<file path="src/rtl/iadc_pkg.sv">
// Shared constants, register codes and types of the interleaved adaptive delta codec.
package iadc_pkg;

	localparam int MAX_LANES  = 8;
	localparam int LANE_W     = $clog2(MAX_LANES);
	localparam int BYTE_W     = 8;
	localparam int CNT_W      = 4;
	localparam int SHIFT_W    = 4;
	localparam int WEIGHT_W   = 12;
	localparam int CFG_IDX_W  = 2;
	localparam int CFG_DATA_W = 4;

	localparam logic [CNT_W-1:0]           MAX_LANE_CNT    = CNT_W'(MAX_LANES);
	localparam logic signed [WEIGHT_W:0]   WEIGHT_LIMIT    = (WEIGHT_W+1)'(1280);
	localparam logic [BYTE_W-1:0]          RESIDUAL_MID    = BYTE_W'(127);
	localparam logic [CNT_W-1:0]           LANE_COUNT_INIT = CNT_W'(1);
	localparam logic [SHIFT_W-1:0]         RATE_SHIFT_INIT = SHIFT_W'(6);

	localparam logic DIR_ENCODE   = 1'b0;
	localparam logic DIR_DECODE   = 1'b1;
	localparam logic METHOD_DELTA = 1'b0;
	localparam logic METHOD_ADAPT = 1'b1;

	typedef enum logic [CFG_IDX_W-1:0] {
		CFG_DIRECTION  = 2'd0,
		CFG_METHOD     = 2'd1,
		CFG_LANE_COUNT = 2'd2,
		CFG_RATE_SHIFT = 2'd3
	} cfg_idx_t;

	typedef struct packed {
		logic               direction;
		logic               method;
		logic [CNT_W-1:0]   lane_count;
		logic [SHIFT_W-1:0] rate_shift;
	} cfg_t;

	typedef struct packed {
		logic [BYTE_W-1:0] out_byte;
		logic [LANE_W-1:0] lane;
	} result_t;

endpackage

</file>
<file path="src/rtl/iadc_in_if.sv">
// Input byte channel of the codec.
interface iadc_in_if import iadc_pkg::*; ();
	logic              valid;
	logic              ready;
	logic [BYTE_W-1:0] in_byte;

	modport source(output valid, output in_byte, input ready);
	modport sink(input valid, input in_byte, output ready);
endinterface

</file>
<file path="src/rtl/iadc_out_if.sv">
// Output byte channel of the codec.
interface iadc_out_if import iadc_pkg::*; ();
	logic              valid;
	logic              ready;
	logic [BYTE_W-1:0] out_byte;
	logic [LANE_W-1:0] lane;

	modport source(output valid, output out_byte, output lane, input ready);
	modport sink(input valid, input out_byte, input lane, output ready);
endinterface

</file>
<file path="src/rtl/iadc_predictor.sv">
// Per-lane history, shared weight, lane counter and the coding arithmetic.
module iadc_predictor import iadc_pkg::*; (
	input  logic              clk,
	input  logic              arst_n,
	input  cfg_t              cfg,
	input  logic              step,
	input  logic [BYTE_W-1:0] in_byte,
	output result_t           result
);

	logic [BYTE_W-1:0]          hist_q [MAX_LANES];
	logic [BYTE_W-1:0]          p1_q   [MAX_LANES];
	logic [BYTE_W-1:0]          p2_q   [MAX_LANES];
	logic signed [WEIGHT_W-1:0] weight_q;
	logic [LANE_W-1:0]          lane_ctr_q;

	logic [CNT_W-1:0]           cnt;
	logic [CNT_W-1:0]           ln_ext;
	logic [LANE_W-1:0]          ln;
	logic                       pass;
	logic signed [WEIGHT_W-1:0] w_sh;
	logic [BYTE_W-1:0]          w8;
	logic [BYTE_W-1:0]          dres;
	logic [BYTE_W-1:0]          p1;
	logic [BYTE_W-1:0]          p2;
	logic [BYTE_W-1:0]          pred;
	logic [BYTE_W-1:0]          s;
	logic [BYTE_W-1:0]          upd;
	logic [BYTE_W-1:0]          sample;
	logic signed [WEIGHT_W:0]   wsum;
	logic signed [WEIGHT_W-1:0] wnext;

	always_comb begin
		cnt    = (cfg.lane_count > MAX_LANE_CNT) ? MAX_LANE_CNT : cfg.lane_count;
		pass   = (cnt == '0);
		ln_ext = CNT_W'(lane_ctr_q) + CNT_W'(1);
		ln     = (ln_ext >= cnt) ? '0 : ln_ext[LANE_W-1:0];

		w_sh = weight_q >>> cfg.rate_shift;
		w8   = w_sh[BYTE_W-1:0];

		dres = hist_q[ln] - in_byte;
		p1   = p1_q[ln];
		p2   = p2_q[ln];
		pred = (p1 - p2) + p1;
		s    = w8 + (pred - in_byte);

		upd    = (cfg.direction == DIR_DECODE) ? in_byte : s;
		sample = (cfg.direction == DIR_DECODE) ? s : in_byte;

		wsum = (WEIGHT_W+1)'(weight_q);
		if (upd < RESIDUAL_MID)
			wsum = wsum + (WEIGHT_W+1)'(1);
		else if (upd > RESIDUAL_MID)
			wsum = wsum - (WEIGHT_W+1)'(1);
		if (wsum > WEIGHT_LIMIT)
			wsum = WEIGHT_LIMIT;
		else if (wsum < -WEIGHT_LIMIT)
			wsum = -WEIGHT_LIMIT;
		wnext = wsum[WEIGHT_W-1:0];

		if (pass) begin
			result.out_byte = in_byte;
			result.lane     = '0;
		end else begin
			result.out_byte = (cfg.method == METHOD_ADAPT) ? s : dres;
			result.lane     = ln;
		end
	end

	always_ff @(posedge clk or negedge arst_n) begin
		if (!arst_n) begin
			for (int k = 0; k < MAX_LANES; k++) begin
				hist_q[k] <= '0;
				p1_q[k]   <= '0;
				p2_q[k]   <= '0;
			end
			weight_q   <= '0;
			lane_ctr_q <= '0;
		end else if (step && !pass) begin
			lane_ctr_q <= ln;
			if (cfg.method == METHOD_DELTA) begin
				hist_q[ln] <= (cfg.direction == DIR_DECODE) ? dres : in_byte;
			end else begin
				p2_q[ln] <= p1;
				p1_q[ln] <= w8 + sample;
				weight_q <= wnext;
			end
		end
	end

endmodule

</file>
<file path="src/rtl/interleaved_adaptive_delta_codec_top.sv">
// Top level of the interleaved adaptive delta codec: config registers, input and output stages.
//
//  channel | dir | payload                    | handshake
//  in_ch   | in  | in_byte[7:0]               | valid / ready
//  out_ch  | out | out_byte[7:0], lane[2:0]   | valid / ready
//  cfg     | in  | cfg_index[1:0], cfg_data   | cfg_we, no back-pressure
//
// One byte per cycle while out_ch.ready is high; beats pass s1, then the output register.
// Stage s1 holds the accepted byte; lane state, and in adaptive mode the weight, update as it
// moves to the output register, so the byte entering s1 at that edge already sees new history.
// A stalled output register holds s1, and in_ch.ready drops only when both are full.
// Reset clears all lane history, the weight and the lane counter at once.
module interleaved_adaptive_delta_codec_top import iadc_pkg::*; (
	input  logic                  clk,
	input  logic                  arst_n,
	iadc_in_if.sink               in_ch,
	iadc_out_if.source            out_ch,
	input  logic                  cfg_we,
	input  logic [CFG_IDX_W-1:0]  cfg_index,
	input  logic [CFG_DATA_W-1:0] cfg_data
);

	cfg_t              cfg_q;
	logic              valid_s1;
	logic [BYTE_W-1:0] byte_s1;
	logic              out_valid_q;
	result_t           out_q;
	result_t           result;
	logic              advance;

	assign advance     = valid_s1 && (!out_valid_q || out_ch.ready);
	assign in_ch.ready = !valid_s1 || advance;

	always_ff @(posedge clk or negedge arst_n) begin
		if (!arst_n) begin
			cfg_q.direction  <= DIR_ENCODE;
			cfg_q.method     <= METHOD_DELTA;
			cfg_q.lane_count <= LANE_COUNT_INIT;
			cfg_q.rate_shift <= RATE_SHIFT_INIT;
		end else if (cfg_we) begin
			unique case (cfg_idx_t'(cfg_index))
				CFG_DIRECTION:  cfg_q.direction  <= cfg_data[0];
				CFG_METHOD:     cfg_q.method     <= cfg_data[0];
				CFG_LANE_COUNT: cfg_q.lane_count <= cfg_data[CNT_W-1:0];
				CFG_RATE_SHIFT: cfg_q.rate_shift <= cfg_data[SHIFT_W-1:0];
				default: ;
			endcase
		end
	end

	always_ff @(posedge clk or negedge arst_n) begin
		if (!arst_n) begin
			valid_s1 <= 1'b0;
		end else if (in_ch.ready) begin
			valid_s1 <= in_ch.valid;
		end
	end

	always_ff @(posedge clk) begin
		if (in_ch.ready && in_ch.valid)
			byte_s1 <= in_ch.in_byte;
	end

	iadc_predictor u_predictor (
		.clk     (clk),
		.arst_n  (arst_n),
		.cfg     (cfg_q),
		.step    (advance),
		.in_byte (byte_s1),
		.result  (result)
	);

	always_ff @(posedge clk or negedge arst_n) begin
		if (!arst_n) begin
			out_valid_q <= 1'b0;
		end else if (!out_valid_q || out_ch.ready) begin
			out_valid_q <= valid_s1;
		end
	end

	always_ff @(posedge clk) begin
		if (advance)
			out_q <= result;
	end

	assign out_ch.valid    = out_valid_q;
	assign out_ch.out_byte = out_q.out_byte;
	assign out_ch.lane     = out_q.lane;

endmodule

</file>
<file path="src/flat_wrapper.sv">
// flat-port wrapper written by rule: the top's interface ports become plain ports
module interleaved_adaptive_delta_codec_top_flat import iadc_pkg::*;
  (clk, arst_n, cfg_we, cfg_index, cfg_data, in_ch_valid, in_ch_in_byte, in_ch_ready, out_ch_valid, out_ch_out_byte, out_ch_lane, out_ch_ready);
  iadc_in_if in_ch_i ();
  iadc_out_if out_ch_i ();
  input  logic clk;
  input  logic arst_n;
  input  logic cfg_we;
  input  logic [CFG_IDX_W-1:0] cfg_index;
  input  logic [CFG_DATA_W-1:0] cfg_data;
  input wire logic [$bits(in_ch_i.valid)-1:0] in_ch_valid;
  input wire logic [$bits(in_ch_i.in_byte)-1:0] in_ch_in_byte;
  output wire logic [$bits(in_ch_i.ready)-1:0] in_ch_ready;
  output wire logic [$bits(out_ch_i.valid)-1:0] out_ch_valid;
  output wire logic [$bits(out_ch_i.out_byte)-1:0] out_ch_out_byte;
  output wire logic [$bits(out_ch_i.lane)-1:0] out_ch_lane;
  input wire logic [$bits(out_ch_i.ready)-1:0] out_ch_ready;
  assign in_ch_i.valid = in_ch_valid;
  assign in_ch_i.in_byte = in_ch_in_byte;
  assign in_ch_ready = in_ch_i.ready;
  assign out_ch_valid = out_ch_i.valid;
  assign out_ch_out_byte = out_ch_i.out_byte;
  assign out_ch_lane = out_ch_i.lane;
  assign out_ch_i.ready = out_ch_ready;
  interleaved_adaptive_delta_codec_top u_core (.clk(clk), .arst_n(arst_n), .in_ch(in_ch_i), .out_ch(out_ch_i), .cfg_we(cfg_we), .cfg_index(cfg_index), .cfg_data(cfg_data));
endmodule
</file>
<file path="config.mk">
export PLATFORM = sky130hd
export DESIGN_NAME = interleaved_adaptive_delta_codec_top_flat
export DESIGN_NICKNAME = d
export VERILOG_FILES = /design/src/rtl/iadc_pkg.sv /design/src/rtl/iadc_in_if.sv /design/src/rtl/iadc_out_if.sv /design/src/rtl/iadc_predictor.sv /design/src/rtl/interleaved_adaptive_delta_codec_top.sv /design/src/flat_wrapper.sv
export SDC_FILE = /design/constraint.sdc
export NUM_CORES = 1
export LEC_CHECK = 0
export BUFFER_PORTS_ARGS = -buffer_cell sky130_fd_sc_hd__buf_2
export CORE_MARGIN = 4
export CORE_UTILIZATION = 31
export DETAILED_ROUTE_END_ITERATION = 7
export GPL_TIMING_DRIVEN = 0
export PLACE_DENSITY = 0.49
export SLEW_MARGIN = 20
export SYNTH_ARGS = -nofsm -noshare
export SYNTH_HDL_FRONTEND = slang
export SYNTH_SLANG_ARGS = --single-unit
</file>
<file path="constraint.sdc">
create_clock -name clk -period 8.72 [get_ports clk]
set_clock_uncertainty 0.15 [all_clocks]
set_input_delay 0.872 -clock clk [delete_from_list [all_inputs] [get_ports clk]]
set_output_delay 0.872 -clock clk [all_outputs]
set_load 0.01 [all_outputs]
</file>
==> summary.txt, run 1 <==
Status - complete, no violations
Synthesis-stage register bit count - 238
Maximum clock frequency - 119 MHz
CTS Sinks - 238
Max clock buf depth - 3
Met1 Use GR - 25.5%
Total wire length - 40,500 um
Diode count - 0
Distinct cells, synth - 74
Hpwl dp - 29,300 um
Largest net degree at the start of global routing - 90
Worst-Margin Slew - 1120 ps
Vias in the first global route - 10,193
Routability Congestion - 0.843
Crit-path max cell delay - 510 ps
GR Util met2 - 29.8%
Total CTS buffers - 27
CP dominant cell by count - buf_4
Full die area - 44,200 sq um
EDFF count, synth - 19
CTS Hold Bufs - 0
Layout area overhead - 16.8%
Register area - 6050 sq um
Slew headroom - 24.8%
Pre-CTS setup slack - -2770 ps
Total track usage - 18.1%
Chip Height - 210 um
Crit start category - register
Critical R2R Launch - u_core.u_predictor.lane_ctr_q[0]
Antenna Nets Post-Route - 0
First-pass GRT wire length - 62,600 um
Ports - 32
GRT busiest layer - met2
Total number of vias - 10,134
Initial core utilization - 31.6%
Worst-Skew Late Latency - 560 ps
Mapped Cells - 1,346
Ratio of cells with drive above 1 in the final layout - 13.9%
Critical Path RT - 9060 ps
Final Hold Viols - 0
Crit path max-delay cell type - fa_1
Iter 0 DRT Violations - 655
Rows - 73
Hold/Removal Path Class - primary input to asynchronous set/reset pin
Commonest non-fill, non-tap cell in the layout - dfrtp_1
Crit path from - u_core.u_predictor.lane_ctr_q[0]
Core area - 40,100 sq um
Mapped Nets - 1,410
Mean post-synth cell area - 9.41 sq um
Fillcell total - 4,038
Final Cycle Share - 96.6%
Vias/cell - 5.15
Max-slew violations - 0
Hold slack final - 180 ps
Worst-path clk slew - 70 ps
Period minus WS final - 8430 ps
Seq/Total Area, Yosys - 47.8%
Worst setup margin - 293 ps
Design area - 14,800 sq um
Placed inst area - 13,700 sq um
Antenna violations before repair - 1
Commonest cells after routing, fill and taps aside - 216 x dfrtp_1, 202 x nand2_1, 156 x o21ai_0
Largest cells by area after synthesis - dfrtp_1 43%, o21ai_0 6.2%, nand2_1 6.0%, edfxtp_1 4.5%, nor2_1 3.8%
H-tree lvl count - 1
Yosys top cell area share - 42.7%
Multi-input logic area - 6280 sq um
Synthesis warning total - 0
Crit. End Element - register
Number of max-cap violations - 0
Setup TNS - 0 ps
TritonCTS clock tree - built
Final nets - 1,486
CTS root buf - clkbuf_16
CP Class - register to register
Buffers added on ports - 31
Wire per inst - 20.6 um
Gr ovfl total - 0
Primary FF master, synth - dfrtp_1
Setup-failing EPs final - 0
WP data arrival - 8770 ps
Synthesized cell area - 12,700 sq um
Asr flop ratio synth - 92.0%
Pre-Repair DR Iteration Count - 5
Met3 track demand over resource - 2.56%
Critical path fanouts, max - 10
Post-synth top area cell - dfrtp_1
Die width - 210 um
Remaining DRCs - 0
==> state kept, by name, summed over array words and instances (netlist names) <==
register and count:
u_core.byte_s1 8, u_core.cfg_q 10, u_core.out_ch.lane 3, u_core.out_ch.out_byte 8, u_core.out_ch.valid 1, u_core.u_predictor.hist_q 64
u_core.u_predictor.lane_ctr_q 3, u_core.u_predictor.p1_q 64, u_core.u_predictor.p2_q 64, u_core.u_predictor.weight_q 12, u_core.valid_s1 1
==> cell families after synthesis <==
group,Yosys count,share of synthesized area [%]
and+or+nand+nor,426,14.3
AOI/OAI and AO/OA,385,18.3
DFF,238,47.8
buffers and inverters,131,3.93
muxes,84,7.24
adders and majority gates,45,5.33
xor gates and xnor gates,37,3.03
==> repair_timing <==
item                                    4_1_cts  5_1_grt
endpoints found under the hold margin         0        0
endpoints found under the setup margin      123       27
pin swaps                                     1        4
gates resized for setup                      35       22
buffers inserted                              1        9
cloned                                        0        0
==> cell usage after synthesis (all sizes together) (4+ instances only) <==
master  count
dfrtp     216
nand2     204
o21ai     163
nor2      131
a21oi      87
clkbuf     73
inv        51
mux2i      44
mux2       38
o22ai      35
ha         30
xnor2      25
nor3       24
edfxtp     19
a31oi      16
fa         15
a211oi     14
nand3      14
a21o       13
nand2b     11
a22oi      10
xor2       10
a22o        8
and3        8
a221oi      7
buf         7
nor4        7
and2        6
or3         6
o21bai      5
nor2b       4
o211ai      4
o21a        4
==> cell type report <==
cell class	count	area share, %
multi-input cells	977	42.5
flip-flops and latches	238	40.9
clock buffers	38	5.18
clock inverters	10	0.820
inverters	51	1.29
repair buffers	47	2.42
well taps	525	4.44
plain buffers	80	2.47
==> through the flow <==
step                      instances  utilization [%]
final                          1966             36.9
after global routing           1966             36.9
after CTS                      1957             36.5
after detailed placement       1908             34.1
after global placement         1902             33.6
after floorplan                1346                -
==> routing by layer <==
metal	part of all wire, %	wire (um)	vias to the layer above
li1	-	-	4863
met1	46	18800	4983
met2	47	18900	231
met3	4.6	1850	57
met4	2.5	1010	0
met5	0	0	-
==> worst max-delay path: cells and delay by family, from the launching register on <==
kind	cells	cell delay, ps
simple gates	5	890
compound gates	13	2420
buf+inv	11	2430
flops	1	400
xor+xnor	2	440
fa+ha+maj	4	1560
==> final timing paths <==
path / endpoint / slack, ps / cells past startpoint
min reg2reg: u_core.u_predictor.p1_q[38] / 320 / 2
min in group clk: u_core.u_predictor.p1_q[38] / 320 / 2
max reg2reg: u_core.u_predictor.weight_q[8] / 290 / 35
min: u_core.u_predictor.p1_q[37] / 180 / 2
max: u_core.u_predictor.weight_q[8] / 290 / 35
max in group asynchronous: u_core.u_predictor.hist_q[14] / 7140 / 4
Power of run 1 is left out: the tool's default activity adds up to more than one toggle a clock period on the data nets, which glitch-free logic cannot reach.
==> run 2, diff against run 1 <==
--- a/config.mk
+++ b/config.mk
@@ -7,10 +7,11 @@
 export LEC_CHECK = 0
 export BUFFER_PORTS_ARGS = -buffer_cell sky130_fd_sc_hd__buf_2
 export CORE_MARGIN = 4
-export CORE_UTILIZATION = 31
+export CORE_UTILIZATION = 45
 export DETAILED_ROUTE_END_ITERATION = 7
 export GPL_TIMING_DRIVEN = 0
-export PLACE_DENSITY = 0.49
+export PLACE_DENSITY = 0.65
+export SKIP_LAST_GASP = 1
 export SLEW_MARGIN = 20
 export SYNTH_ARGS = -nofsm -noshare
 export SYNTH_HDL_FRONTEND = slang
==> run 2 against run 1 <==
Net effect: non-clock buffer count fell by 9; critical path type unchanged; fmax increased by 1.2%; clock-buffer cell count up 4; die area fell by 30%.
==> summary.txt, run 2 (synthesized netlist as in run 1, its figures left out) <==
Antenna Nets Post-Route - 0 (unchanged)
Vias/cell - 5.77 (+12%)
Number of max-cap violations - 0 (unchanged)
Ratio of cells with drive above 1 in the final layout - 12.8% (-1.0 points)
Setup TNS - 0 ps (unchanged)
Crit. End Element - register
Critical Path RT - 8980 ps (-80 ps)
Initial core utilization - 45.6% (+14 points)
Max-slew violations - 0 (unchanged)
Critical path fanouts, max - 10 (unchanged)
Largest net degree at the start of global routing - 79 (-12%)
Final nets - 1,478 (-0.54%)
Total wire length - 36,900 um (-9.0%)
Period minus WS final - 8320 ps (-103 ps)
Pre-CTS setup slack - -2150 ps (+626 ps)
Hpwl dp - 27,000 um (-7.7%)
CTS root buf - clkbuf_16
Total number of vias - 10,449 (+3.1%)
Vias in the first global route - 10,495 (+3.0%)
Slew headroom - 28.8% (+4.0 points)
Worst-path clk slew - 60 ps (about the same)
Biggest regs - u_core.u_predictor.hist_q x64, u_core.u_predictor.p1_q x64, u_core.u_predictor.p2_q x64
Register area - 6050 sq um (unchanged)
Routability Congestion - 0.915 (+8.6%)
Pre-Repair DR Iteration Count - 5 (unchanged)
Setup-failing EPs final - 0 (unchanged)
Chip Height - 176 um (-16%)
Remaining DRCs - 0 (unchanged)
Placed Instances - 1,760 (-7.8%)
Worst-Skew Late Latency - 540 ps (-20 ps)
Hold/Removal Path Class - register to register
CTS Sinks - 238 (unchanged)
Crit-path max cell delay - 580 ps (+70 ps)
Final Cycle Share - 95.5% (-1.2 points)
Full die area - 30,900 sq um (-30%)
Layout area overhead - 14.6%
Iter 0 DRT Violations - 871 (+33%)
Crit path max-delay cell type - clkbuf_1
CP dominant cell by count - clkbuf_4
H-tree lvl count - 1 (unchanged)
Commonest non-fill, non-tap cell in the layout - dfrtp_1
Max clock buf depth - 3 (unchanged)
Worst-Margin Slew - 1060 ps (-59.0 ps)
TritonCTS clock tree - built
Reg2Reg Setup Slack - 400 ps (+100 ps)
WP data arrival - 8590 ps (-180 ps)
Worst setup margin - 396 ps (+103 ps)
Ports - 32 (unchanged)
Total track usage - 23.9% (+5.8 points)
Fillcell total - 2,603 (-36%)
Final Hold Viols - 0 (unchanged)
Core area - 27,800 sq um (-31%)
Antenna violations before repair - 0 (-1)
Multi-input logic area - 6270 sq um (-0.20%)
Total CTS buffers - 27 (unchanged)
Rows - 61 (-16%)
First-pass GRT wire length - 58,500 um (-6.6%)
Wire per inst - 20.3 um (-1.2%)
CP Class - register to register
Post-route insts no fill - 1,812 (-7.8%)
Maximum clock frequency - 120 MHz (+1.2%)
Buffers added on ports - 31 (unchanged)
Diode count - 0 (unchanged)
Die width - 176 um (-16%)
Crit start category - register
Commonest cells after routing, fill and taps aside - 216 x dfrtp_1, 203 x nand2_1, 155 x o21ai_0
Status - complete, no violations
Gr ovfl total - 0 (unchanged)
Final core occ - 52.3% (+15 points)
[run 2: stage by stage]
step | area [sq um] | hold WS (ps)
finish | 14500 | 322
global route | 14500 | 345
CTS | 14400 | 328
detailed placement | 13400 | 314
global placement | 13300 | 306
floorplan | 12700 | 292
[run 2: cell type report]
cell class / count / share of cell area [%]
multi-input cells: 978 / 43.2
flip-flops and latches: 238 / 41.7
clock buffers: 42 / 5.67
well taps: 378 / 3.26
plain buffers: 79 / 2.41
repair buffers: 39 / 1.96
inverters: 51 / 1.32
clock inverters: 7 / 0.491
[run 2: what timing repair did]
action / 4_1_cts / 5_1_grt
hold buffers: 1 / 0
endpoints found under the setup margin: 74 / 43
hold endpoints to repair: 16 / 0
gates resized for setup: 20 / 34
cloned: 0 / 1
setup buffers: 1 / 1
pin swaps: 1 / 4
[run 2: metal layers]
layer,vias to the layer above,GRT usage [%],part of all wire (%)
met3,76,4.35,6.8
met1,5138,31.7,42
met4,0,7.47,3.2
li1,4869,-,-
met5,-,0,0
met2,366,40.0,48
[run 2: path summary, 6_finish.rpt]
check / endpoint / startpoint / cells past startpoint
max: u_core.u_predictor.weight_q[0] / u_core.u_predictor.lane_ctr_q[0] / 31
min: u_core.u_predictor.p1_q[6] / u_core.u_predictor.p1_q[6] / 2
max reg2reg: u_core.u_predictor.weight_q[0] / u_core.u_predictor.lane_ctr_q[0] / 31
min reg2reg: u_core.u_predictor.p1_q[6] / u_core.u_predictor.p1_q[6] / 2
max in group asynchronous: u_core.u_predictor.hist_q[53] / arst_n / 4
min in group asynchronous: u_core.cfg_q[0] / arst_n / 2
[run 2: critical path, delay by kind of cell, from the launching register on]
kind	cells	cell delay (ps)
compound gates	14	3140
buf+inv	7	1850
fa+ha+maj	4	1570
simple gates	4	650
xor+xnor	2	410
flops	1	390
Power of run 2 is left out for the same reason.
==> run 3, diff against run 2 <==
==> constraint.sdc (replaced) <==
create_clock -name clk -period 8.9 [get_ports clk]
set_clock_uncertainty 0.15 [all_clocks]
set_input_delay 0.89 -clock clk [delete_from_list [all_inputs] [get_ports clk]]
set_output_delay 0.89 -clock clk [all_outputs]
set_load 0.01 [all_outputs]
==> run 3 against run 2 <==
Net effect: utilization down 0.20 points; final area down 0.38%; fmax down 2.5%; critical path type unchanged; global-route usage about the same.
==> summary.txt, run 3 (synthesized netlist as in run 1, its figures left out) <==
Iter 0 DRT Violations - 839 (-3.7%)
Die width - 176 um (unchanged)
Gr ovfl total - 0 (unchanged)
Buffers added on ports - 31 (unchanged)
Final Hold Viols - 0 (unchanged)
Worst-Skew Late Latency - 540 ps (about the same)
Crit-path max cell delay - 610 ps (+30 ps)
Vias in the first global route - 10,483 (-0.11%)
Full die area - 30,900 sq um (unchanged)
CP Class - register to register
Hold slack final - 14.1 ps (-308 ps)
H-tree lvl count - 1 (unchanged)
Crit. End Element - register
Hold/Removal Path Class - primary input to asynchronous set/reset pin
Total wire length - 36,800 um (about the same)
Register area - 6050 sq um (unchanged)
Total CTS buffers - 27 (unchanged)
TritonCTS clock tree - built
Critical R2R Launch - u_core.u_predictor.lane_ctr_q[0]
Crit start category - register
Worst-path clk slew - 60 ps (about the same)
Fillcell total - 2,614 (+0.42%)
Multi-input logic area - 6250 sq um (-0.40%)
Layout area overhead - 14.1%
Total number of vias - 10,462 (+0.12%)
Commonest non-fill, non-tap cell in the layout - dfrtp_1
Routability Congestion - 0.915 (unchanged)
CP dominant cell by count - clkbuf_4
Number of max-cap violations - 0 (unchanged)
Crit path max-delay cell type - nor3_2
Initial core utilization - 45.6% (unchanged)
Worst R2R End - u_core.u_predictor.weight_q[3]
Worst-Margin Slew - 1010 ps (-48.6 ps)
Hpwl dp - 27,000 um (unchanged)
Antenna violations before repair - 0 (unchanged)
Final nets - 1,476 (-0.14%)
Rows - 61 (unchanged)
CTS root buf - clkbuf_16
Maximum clock frequency - 117 MHz (-2.5%)
Biggest regs - u_core.u_predictor.hist_q x64, u_core.u_predictor.p1_q x64, u_core.u_predictor.p2_q x64
CTS Hold Bufs - 0 (-1)
Slew headroom - 32.1% (+3.3 points)
Diode count - 0 (unchanged)
Status - complete, no violations
Pre-Repair DR Iteration Count - 5 (unchanged)
First-pass GRT wire length - 58,400 um (about the same)
Vias/cell - 5.78 (+0.24%)
Largest net degree at the start of global routing - 79 (unchanged)
Worst r2r path cells - 31 (unchanged)
Critical path fanouts, max - 10 (unchanged)
WP data arrival - 8810 ps (+220 ps)
Final Cycle Share - 95.9% (+0.44 points)
CTS Sinks - 238 (unchanged)
RSZ-0062 raised after global routing - no
Period minus WS final - 8540 ps (+211 ps)
Ratio of cells with drive above 1 in the final layout - 12.5% (-0.33 points)
Max clock buf depth - 3 (unchanged)
Wire per inst - 20.3 um (about the same)
Setup-failing EPs final - 0 (unchanged)
Reg2Reg Setup Slack - 360 ps (-30 ps)
Antenna Nets Post-Route - 0 (unchanged)
Critical Path RT - 9170 ps (+190 ps)
Chip Height - 176 um (unchanged)
Commonest cells after routing, fill and taps aside - 216 x dfrtp_1, 203 x nand2_1, 155 x o21ai_0
Remaining DRCs - 0 (unchanged)
Ports - 32 (unchanged)
Max-slew violations - 0 (unchanged)
Total track usage - 23.8% (about the same)
Core area - 27,800 sq um (unchanged)
[run 3: cell types whose count changed in the layout (fill, tap and decap cells not counted), sizes merged]
cell | before | now
buf | 46 | 45
dlygate4sd3 | 1 | 0
[run 3: area by class of cell]
cell class              count  area share (%)
plain buffers              79            2.34
multi-input cells         978            43.2
well taps                 378            3.27
clock inverters             7           0.493
repair buffers             37            1.85
flip-flops and latches    238            41.9
clock buffers              42            5.69
inverters                  51            1.32
[run 3: worst max-delay path: cells and delay by family, from the launching register on]
kind            cells  cell delay, ps
compound gates     12            2550
simple gates        6            1410
flops               1             390
fa+ha+maj           4            1570
xor+xnor            2             470
buf+inv             7            1850
[run 3: worst max path at each step]
stage          slack, ps                              from                              to
2_1_floorplan        980  u_core.u_predictor.lane_ctr_q[0]  u_core.u_predictor.weight_q[3]
4_1_cts                2  u_core.u_predictor.lane_ctr_q[0]  u_core.u_predictor.weight_q[8]
3_5_place_dp       -1970  u_core.u_predictor.lane_ctr_q[0]     u_core.u_predictor.p1_q[63]
5_1_grt               10  u_core.u_predictor.lane_ctr_q[0]  u_core.u_predictor.weight_q[0]
6_report             360  u_core.u_predictor.lane_ctr_q[0]  u_core.u_predictor.weight_q[3]
3_3_place_gp       -1890  u_core.u_predictor.lane_ctr_q[0]     u_core.u_predictor.p1_q[47]
[run 3: metal layers]
metal / vias up / global-route usage [%] / share of wire [%]
li1: 4866 / - / -
met1: 5178 / 31.7 / 42
met2: 339 / 39.9 / 48
met3: 79 / 4.35 / 6.6
met4: 0 / 7.47 / 3.2
met5: - / 0 / 0
[run 3: timing repair]
action                     CTS  global route
cloned                       0             1
setup endpoints to repair   71            43
setup buffers                1             0
pin swaps                    1             3
resized for setup           17            27
[run 3: stage by stage]
step	std cells	area (sq um)	util (%)	setup TNS [ps]	setup WS [ps]
floorplan	1346	12700	-	0	981
global placement	1755	13300	47.9	-79860	-1890
detailed placement	1760	13400	48.3	-80370	-1970
CTS	1810	14400	51.7	0	1.51
global route	1810	14500	52.1	0	13.2
finish	1810	14500	52.1	0	365
Power of run 3 is left out for the same reason.
